--- config.mk ---
export PLATFORM = sky130hd
export DESIGN_NAME = double_ended_ring_buffer_core
export DESIGN_NICKNAME = d
export VERILOG_FILES = /design/src/design/derb_pkg.sv /design/src/design/double_ended_ring_buffer_core.sv /design/src/design/derb_ctrl.sv /design/src/design/derb_store.sv
export SDC_FILE = /design/constraint.sdc
export NUM_CORES = 1
export LEC_CHECK = 0
export ABC_AREA = 1
export BUFFER_PORTS_ARGS = -buffer_cell sky130_fd_sc_hd__buf_2
export CAP_MARGIN = 20
export CORE_UTILIZATION = 40
export CTS_BUF_LIST = sky130_fd_sc_hd__clkbuf_16
export CTS_CLUSTER_DIAMETER = 200
export DETAILED_ROUTE_END_ITERATION = 12
export PLACE_DENSITY = 0.58
export SLEW_MARGIN = 15
export SYNTH_ARGS = -nofsm -noshare
export SYNTH_HDL_FRONTEND = slang
export SYNTH_SLANG_ARGS = --single-unit
--- constraint.sdc ---
create_clock -name clk_i -period 10.85 [get_ports clk_i]
set_input_delay 1.085 -clock clk_i [delete_from_list [all_inputs] [get_ports clk_i]]
set_output_delay 1.085 -clock clk_i [all_outputs]
set_load 0.02 [all_outputs]
--- src/design/derb_pkg.sv ---
// Shared types, constants and ring index helpers for the double-ended ring buffer.
`timescale 1ns / 1ps

package derb_pkg;

  localparam int unsigned DEPTH          = 16;
  localparam int unsigned DATA_WIDTH_DEF = 32;
  localparam int unsigned IDX_W          = $clog2(DEPTH);
  localparam int unsigned CNT_W          = 5;
  localparam int unsigned ACT_W          = 3;
  localparam int unsigned FIELD_W        = 32;
  localparam int unsigned S_TDATA_W      = FIELD_W;
  localparam int unsigned M_FIELDS_W     = 2 * FIELD_W + CNT_W + 4;
  localparam int unsigned M_TDATA_W      = ((M_FIELDS_W + 7) / 8) * 8;

  typedef enum logic [ACT_W-1:0] {
    ACT_PUSH_BACK  = 3'd0,
    ACT_PUSH_FRONT = 3'd1,
    ACT_POP_BACK   = 3'd2,
    ACT_POP_FRONT  = 3'd3,
    ACT_CLEAR      = 3'd4
  } action_e;

  typedef struct packed {
    logic             we;
    logic [IDX_W-1:0] waddr;
    logic [IDX_W-1:0] front_addr;
    logic [IDX_W-1:0] back_addr;
    logic             rd_zero;
  } mem_req_t;

  typedef struct packed {
    logic             overwrote;
    logic             underflow;
    logic             is_empty;
    logic             is_full;
    logic [CNT_W-1:0] count;
  } status_t;

  // Register value 0 acts as 1, anything above DEPTH acts as DEPTH.
  function automatic logic [CNT_W-1:0] eff_cap(input logic [CNT_W-1:0] v);
    logic [CNT_W-1:0] c;
    c = v;
    if (c == '0) c = CNT_W'(1);
    if (c > CNT_W'(DEPTH)) c = CNT_W'(DEPTH);
    return c;
  endfunction

  function automatic logic [IDX_W-1:0] inc_wrap(input logic [IDX_W-1:0] i,
                                               input logic [CNT_W-1:0] cap);
    logic [CNT_W-1:0] n;
    n = CNT_W'(i) + CNT_W'(1);
    return (n >= cap) ? '0 : IDX_W'(n);
  endfunction

  function automatic logic [IDX_W-1:0] dec_wrap(input logic [IDX_W-1:0] i,
                                               input logic [CNT_W-1:0] cap);
    return (i == '0) ? IDX_W'(cap - CNT_W'(1)) : i - IDX_W'(1);
  endfunction

endpackage

--- src/design/double_ended_ring_buffer_core.sv ---
// Top level of the double-ended ring buffer: stream ports, input and result registers.
//
// channel   dir  tdata                                            tuser
// s_axis    in   data_in[31:0]                                    action[2:0]
// m_axis    out  front[31:0] back[63:32] count[68:64] full[69]    -
//                empty[70] underflow[71] overwrote[72] pad[79:73]
// cfg       in   capacity_in_use[4:0] on cfg_we_i                 -
//
// One beat in and one beat out per cycle while m_axis is not stalled; a beat is held in the
// input register, then the pointer update with slot write and read registers its result.
// Reset clears pointers, count and valid flags; capacity returns to 16.
// A stalled output holds its beat; the input register takes one more beat, then
// tready stays low until the result leaves.
`timescale 1ns / 1ps

module double_ended_ring_buffer_core import derb_pkg::*; #(
  parameter int unsigned DATA_WIDTH = DATA_WIDTH_DEF
) (
  input  logic                 clk_i,
  input  logic                 rst_ni,
  input  logic                 cfg_we_i,
  input  logic [CNT_W-1:0]     cfg_wdata_i,    // capacity_in_use
  input  logic                 s_axis_tvalid_i,
  output logic                 s_axis_tready_o,
  input  logic [S_TDATA_W-1:0] s_axis_tdata_i, // data_in
  input  logic [ACT_W-1:0]     s_axis_tuser_i, // action
  output logic                 m_axis_tvalid_o,
  input  logic                 m_axis_tready_i,
  output logic [M_TDATA_W-1:0] m_axis_tdata_o  // front, back, count, full, empty,
                                               // underflow, overwrote, zero pad
);

  logic                 in_vld_q, in_vld_d;
  action_e              act_q;
  logic [FIELD_W-1:0]   data_q;
  logic                 out_vld_q, out_vld_d;
  status_t              status_q, status_d;
  logic                 advance;
  logic                 s_beat;
  mem_req_t             mem_req;
  logic [DATA_WIDTH-1:0] wdata, front_raw, back_raw;
  logic [FIELD_W-1:0]   front_val, back_val;

  assign advance         = in_vld_q & (~out_vld_q | m_axis_tready_i);
  assign s_axis_tready_o = ~in_vld_q | advance;
  assign s_beat          = s_axis_tvalid_i & s_axis_tready_o;

  always_comb begin
    in_vld_d = in_vld_q;
    if (s_beat) in_vld_d = 1'b1;
    else if (advance) in_vld_d = 1'b0;
    out_vld_d = out_vld_q;
    if (advance) out_vld_d = 1'b1;
    else if (m_axis_tready_i) out_vld_d = 1'b0;
  end

  always_ff @(posedge clk_i or negedge rst_ni) begin
    if (!rst_ni) begin
      in_vld_q  <= 1'b0;
      out_vld_q <= 1'b0;
    end else begin
      in_vld_q  <= in_vld_d;
      out_vld_q <= out_vld_d;
    end
  end

  always_ff @(posedge clk_i) begin
    if (s_beat) begin
      act_q  <= action_e'(s_axis_tuser_i);
      data_q <= s_axis_tdata_i;
    end
    if (advance) status_q <= status_d;
  end

  derb_ctrl u_ctrl (
    .clk_i       (clk_i),
    .rst_ni      (rst_ni),
    .cfg_we_i    (cfg_we_i),
    .cfg_wdata_i (cfg_wdata_i),
    .advance_i   (advance),
    .action_i    (act_q),
    .mem_req_o   (mem_req),
    .status_o    (status_d)
  );

  assign wdata = DATA_WIDTH'(data_q);

  derb_store #(
    .DATA_WIDTH (DATA_WIDTH)
  ) u_store (
    .clk_i     (clk_i),
    .advance_i (advance),
    .req_i     (mem_req),
    .wdata_i   (wdata),
    .front_o   (front_raw),
    .back_o    (back_raw)
  );

  assign front_val = FIELD_W'(front_raw);
  assign back_val  = FIELD_W'(back_raw);

  assign m_axis_tvalid_o = out_vld_q;
  assign m_axis_tdata_o  = {{(M_TDATA_W - M_FIELDS_W){1'b0}},
                            status_q.overwrote, status_q.underflow,
                            status_q.is_empty, status_q.is_full, status_q.count,
                            back_val, front_val};

endmodule

--- src/design/derb_ctrl.sv ---
// Pointer, count and capacity logic for the double-ended ring buffer.
`timescale 1ns / 1ps

module derb_ctrl import derb_pkg::*; (
  input  logic             clk_i,
  input  logic             rst_ni,
  input  logic             cfg_we_i,
  input  logic [CNT_W-1:0] cfg_wdata_i,
  input  logic             advance_i,
  input  action_e          action_i,
  output mem_req_t         mem_req_o,
  output status_t          status_o
);

  logic [IDX_W-1:0] head_q, head_d, head_n;
  logic [IDX_W-1:0] tail_q, tail_d, tail_n;
  logic [CNT_W-1:0] count_q, count_d, count_n;
  logic [CNT_W-1:0] cap_q, cap_d;
  logic             full, empty, uf, ow;
  logic [IDX_W-1:0] waddr;
  logic             push;
  logic [CNT_W:0]   tail_sum;
  logic [IDX_W-1:0] tail_chk;

  always_comb begin
    full    = (count_q >= cap_q);
    empty   = (count_q == '0);
    head_n  = head_q;
    tail_n  = tail_q;
    count_n = count_q;
    uf      = 1'b0;
    ow      = 1'b0;
    push    = 1'b0;
    waddr   = tail_q;
    unique case (action_i)
      ACT_PUSH_BACK: begin
        push   = 1'b1;
        waddr  = tail_q;
        tail_n = inc_wrap(tail_q, cap_q);
        if (full) begin
          head_n = inc_wrap(head_q, cap_q);
          ow     = 1'b1;
        end else begin
          count_n = count_q + CNT_W'(1);
        end
      end
      ACT_PUSH_FRONT: begin
        push   = 1'b1;
        head_n = dec_wrap(head_q, cap_q);
        waddr  = head_n;
        if (full) begin
          tail_n = dec_wrap(tail_q, cap_q);
          ow     = 1'b1;
        end else begin
          count_n = count_q + CNT_W'(1);
        end
      end
      ACT_POP_BACK: begin
        if (empty) begin
          uf = 1'b1;
        end else begin
          tail_n  = dec_wrap(tail_q, cap_q);
          count_n = count_q - CNT_W'(1);
        end
      end
      ACT_POP_FRONT: begin
        if (empty) begin
          uf = 1'b1;
        end else begin
          head_n  = inc_wrap(head_q, cap_q);
          count_n = count_q - CNT_W'(1);
        end
      end
      ACT_CLEAR: begin
        head_n  = '0;
        tail_n  = '0;
        count_n = '0;
      end
      default: ;
    endcase
  end

  always_comb begin
    mem_req_o.we         = advance_i & push;
    mem_req_o.waddr      = waddr;
    mem_req_o.front_addr = head_n;
    mem_req_o.back_addr  = dec_wrap(tail_n, cap_q);
    mem_req_o.rd_zero    = (count_n == '0);
    status_o.count       = count_n;
    status_o.is_full     = (count_n == cap_q);
    status_o.is_empty    = (count_n == '0);
    status_o.underflow   = uf;
    status_o.overwrote   = ow;
  end

  // config write empties the buffer and wins over a beat
  always_comb begin
    cap_d   = cap_q;
    head_d  = head_q;
    tail_d  = tail_q;
    count_d = count_q;
    if (cfg_we_i) begin
      cap_d   = eff_cap(cfg_wdata_i);
      head_d  = '0;
      tail_d  = '0;
      count_d = '0;
    end else if (advance_i) begin
      head_d  = head_n;
      tail_d  = tail_n;
      count_d = count_n;
    end
  end

  always_ff @(posedge clk_i or negedge rst_ni) begin
    if (!rst_ni) begin
      cap_q   <= CNT_W'(DEPTH);
      head_q  <= '0;
      tail_q  <= '0;
      count_q <= '0;
    end else begin
      cap_q   <= cap_d;
      head_q  <= head_d;
      tail_q  <= tail_d;
      count_q <= count_d;
    end
  end

  // tail sits count slots past head, modulo capacity
  always_comb begin
    tail_sum = (CNT_W+1)'(head_q) + (CNT_W+1)'(count_q);
    if (tail_sum >= (CNT_W+1)'(cap_q)) tail_sum = tail_sum - (CNT_W+1)'(cap_q);
    tail_chk = IDX_W'(tail_sum);
  end

  a_count_le_cap: assert property (@(posedge clk_i) disable iff (!rst_ni)
    count_q <= cap_q) else $error("count above capacity");

  a_ptr_in_range: assert property (@(posedge clk_i) disable iff (!rst_ni)
    (CNT_W'(head_q) < cap_q) && (CNT_W'(tail_q) < cap_q))
    else $error("pointer outside capacity");

  a_tail_tracks: assert property (@(posedge clk_i) disable iff (!rst_ni)
    tail_q == tail_chk) else $error("tail does not match head plus count");

  a_cfg_empties: assert property (@(posedge clk_i) disable iff (!rst_ni)
    cfg_we_i |=> (count_q == '0) && (head_q == '0) && (tail_q == '0))
    else $error("config write did not empty the buffer");

  a_flags_excl: assert property (@(posedge clk_i) disable iff (!rst_ni)
    !(status_o.underflow && status_o.overwrote))
    else $error("underflow and overwrite together");

endmodule

--- src/design/derb_store.sv ---
// Slot memory with registered front and back read ports and write-through bypass.
`timescale 1ns / 1ps

module derb_store import derb_pkg::*; #(
  parameter int unsigned DATA_WIDTH = DATA_WIDTH_DEF
) (
  input  logic                  clk_i,
  input  logic                  advance_i,
  input  mem_req_t              req_i,
  input  logic [DATA_WIDTH-1:0] wdata_i,
  output logic [DATA_WIDTH-1:0] front_o,
  output logic [DATA_WIDTH-1:0] back_o
);

  logic [DATA_WIDTH-1:0] mem [DEPTH];
  logic [DATA_WIDTH-1:0] front_q;
  logic [DATA_WIDTH-1:0] back_q;

  always_ff @(posedge clk_i) begin
    if (req_i.we) mem[req_i.waddr] <= wdata_i;
  end

  // read ports see the slot written on the same edge
  always_ff @(posedge clk_i) begin
    if (advance_i) begin
      if (req_i.rd_zero) begin
        front_q <= '0;
        back_q  <= '0;
      end else begin
        front_q <= (req_i.we && req_i.waddr == req_i.front_addr) ? wdata_i
                                                                 : mem[req_i.front_addr];
        back_q  <= (req_i.we && req_i.waddr == req_i.back_addr) ? wdata_i
                                                                : mem[req_i.back_addr];
      end
    end
  end

  assign front_o = front_q;
  assign back_o  = back_q;

endmodule

==> impl_metrics.yaml <==
cells_and_area:
  multi_input_area_um2: 11990
  regArea_um2: 19120
  final_area_um2: 38520
  fin_nets: 4149
  final_layout_size_suffix_gt1_frac: 0.08042
  fillerInstances: 8371
  areaGrowthSynthToFinish_pct: 10.78
  fin_cells: 5286
outcome:
  status: "complete, no violations"
pwr:
  ir_drop_mv: 0.1509
  p_leak_nw: 17.17
  p_per_area_nw_per_um2: 207.5
timing:
  max_slew_margin: 0.1987
  slew_violations: 0
  fin_crit_sh: 0.6551
  fin_crit_ns: 7.108
  setup_ws_ns: 3.742
  finalSetupTns_ns: 0
  hold_viol_final: 0
  setup_viol: 0
  tightest_slew_ns: 1.202
  fin_skew_ns: 0.02660
  fmax_ghz: 0.1407
  rsz0062_at_grt: "no"
global_routing:
  track_usage: 0.2668
  grt_max_degree: 174
  overflow: 0
  antenna_found_initial: 1
  grt_pass1_wl_um: 178600
  grt_pass1_vias: 27850
clocking:
  cts.root.buffer_cell: "clkbuf_16"
  clk_pin_slew_ns: 0.06
  cts_resized: 0
  clock_tree.buffer_depth: 3
  clkSinkCount: 640
  clk-insertion-delay-late_ns: 0.64
  cts_hold_buf: 0
  numCtsBuffers: 76
  cts_setup_buffers: 0
  cts_max_level: 3
  cts_tree: "built"
setup_path:
  worst-path-max-fanout: 105
  start_kind: "register"
  reg2reg_depth: 23
  cp-startpoint: "u_ctrl.cap_q[4]$_DFFE_PN1P_"
  crit_required_ns: 11.23
  crit_type: "register to register"
  timing.rr.end: "u_store.back_o[0]$_SDFFCE_PP0P_"
  r2r_setup_slack_ns: 3.74
  cp.arrival_ns: 7.49
  r2r_start: "u_ctrl.cap_q[4]$_DFFE_PN1P_"
  crit_end: "u_store.back_o[0]$_SDFFCE_PP0P_"
  cp-end-kind: "register"
floorplanning:
  core_um2: 85680
  initial_core_util: 0.4058
  die_h_um: 296.8
  boundaryPins: 127
  std_cell_rows: 107
  die_area_um2: 88110
  fp.dieW_um: 296.8
hold_path:
  min_path_type: "input port to asynchronous set/reset pin"
routing:
  firstDrtPassIters: 6
  vias_per_cell: 5.615
  first_iter_violations: 3482
  ant_nets: 0
  route.detailed.drc: 0
  num_vias: 29680
  avgRoutedWirePerCell_um: 22.67
  drt-total-wl_um: 119800
placement:
  pre_cts_ws_ns: 3.827
  dp_cells: 5147
  gp_congestion: 0.8624
  io_buffers: 119
  dpl-instance-area_um2: 36170
  dpl.hpwl_um: 61440
synthesis:
  syn_area_per_cell_um2: 8.464
  seq_area_frac_synth: 0.5499
  netlist_area_um2: 34770
  syn-instance-count: 4108
  yosysWarningCount: 0
  synth_cell_types: 39
  ys_ff_latch: 640
run:
  maxCapViolCount: 0
## power breakdown
group,leakage [nW],internal (W),switching (W)
registers,5.92,0.00290,0.000105
clock network,1.22,0.00137,0.00106
logic,10.0,0.000680,0.00188
total,17.2,0.00495,0.00305
## per-stage QoR
stage	total power, W	utilization	hold WS, ns
after floorplan	0.004705	-	0.4968
after global placement	0.005560	0.4219	0.5140
after detailed placement	0.005572	0.4222	0.5109
after CTS	0.007991	0.4495	0.4343
after global routing	0.008332	0.4495	0.4571
final	0.007990	0.4495	0.4444
## cells in the final DEF (no fill, tap or decap), types with 20 or more instances in the layout
master,synthesis,layout
buf_2,151,119
nor2_1,108,91
o21ai_0,25,25
o211ai_1,38,38
inv_1,684,697
buf_4,18,51
ha_1,23,23
nand2_1,850,841
clkbuf_16,0,77
edfxtp_1,620,620
nand3_1,1360,1358
clkinv_1,1,20
## area by class of cell
cell class              instances  area share
diodes                          1  0.00006497
clock buffers                  77     0.05003
clock inverters                61     0.01072
inverters                     692     0.06770
multi-input cells            2499      0.3113
flip-flops and latches        640      0.4964
well taps                    1144     0.03716
repair buffers                172     0.02664
## cell usage after synthesis
cell type	number	share of area
nand3b_1	1	0.00022
o211ai_1	38	0.0082
o21ai_1	3	0.00043
o22ai_1	12	0.0022
dfrtp_1	19	0.014
nand3_1	1360	0.20
edfxtp_1	620	0.54
nand3_2	4	0.0012
inv_2	7	0.00076
a31oi_1	1	0.00018
buf_6	1	0.00032
nor4_1	2	0.00036
dfstp_2	1	0.00076
nand4_4	1	0.00061
a21oi_2	1	0.00025
o21ai_0	25	0.0036
nor2_4	2	0.00065
clkbuf_1	93	0.010
nand4_1	11	0.0020
buf_2	151	0.022
o21ai_2	1	0.00025
o221ai_1	1	0.00025
xor2_1	14	0.0035
nand2_1	850	0.092
nor3_1	2	0.00029
a21oi_1	15	0.0022
conb_1	1	0.00011
o21bai_1	3	0.00065
ha_1	23	0.0083
o21a_1	1	0.00022
nand2_2	4	0.00072
nor2_2	5	0.00090
clkinv_1	1	0.00011
buf_4	18	0.0039
inv_1	684	0.074
a32oi_1	1	0.00025
nor2_1	108	0.012
a21o_1	3	0.00065
buf_1	20	0.0022
## worst max-delay path: stages (launching register included)
cell and delay, ns:
dfstp_2 0.51, inv_1 0.09, ha_1 0.33, a21oi_1 0.19
nand3_1 0.39, nand2_1 0.16, nand2_1 0.13, nand2_1 0.09
nand3_1 0.16, nand2_8 0.57, buf_4 0.92, ha_1 0.31
xor2_1 0.14, nand2_1 0.12, nand2_4 0.42, buf_4 0.72
nand2_1 0.10, nand2_1 0.12, nor2_1 0.06, nand3b_1 0.38
buf_4 0.60, nand3_1 0.19, nand2_1 0.09, inv_1 0.04
## per-layer routing
layer / vias up / GRT usage / wire length [um]
met1: 14020 / 0.3592 / 48500
met5: - / 0 / 0
met3: 303 / 0.04162 / 11880
met4: 0 / 0.1044 / 4401
met2: 1753 / 0.4309 / 55030
li1: 13610 / - / -
## sequential cells by signal (all words and copies together), names as in the netlist
register and cells:
u_store.mem 512, data_q 32, u_store.back_o 32, u_store.front_o 32, m_axis_tdata_o 9, u_ctrl.cap_q 5
u_ctrl.count_q 5, u_ctrl.head_q 4, u_ctrl.tail_q 4, act_q 3, in_vld_q 1, m_axis_tvalid_o 1
## kinds of logic (layout without fill, tap and decap cells)
| kind of cell | count (synthesis) | in the layout | synth area share |
|---|---|---|---|
| AO/OA/AOI/OAI | 105 | 105 | 0.01925 |
| XOR/XNOR | 14 | 14 | 0.003527 |
| adder cells (fa/ha/maj) | 23 | 23 | 0.008277 |
| buffers and inverters | 975 | 1002 | 0.1129 |
| flip-flops | 640 | 640 | 0.5499 |
| other | 1 | 8 | 0.0001079 |
| AND/OR/NAND/NOR | 2350 | 2350 | 0.3061 |
## how the worst min path moves through the flow
stage                                         to  slack (ns)                         from  cells past startpoint
global route        u_ctrl.head_q[0]$_DFFE_PN0P_        0.46                       rst_ni                      1
detailed placement   m_axis_tvalid_o$_DFFE_PN0P_        0.51  m_axis_tvalid_o$_DFFE_PN0P_                      2
floorplan            m_axis_tvalid_o$_DFFE_PN0P_        0.50         in_vld_q$_DFFE_PN0P_                      2
CTS                 u_ctrl.head_q[0]$_DFFE_PN0P_        0.43                       rst_ni                      1
global placement     m_axis_tvalid_o$_DFFE_PN0P_        0.51  m_axis_tvalid_o$_DFFE_PN0P_                      2
finish              u_ctrl.head_q[0]$_DFFE_PN0P_        0.44                       rst_ni                      1
Note: power is estimated with default switching activity, not from simulation.
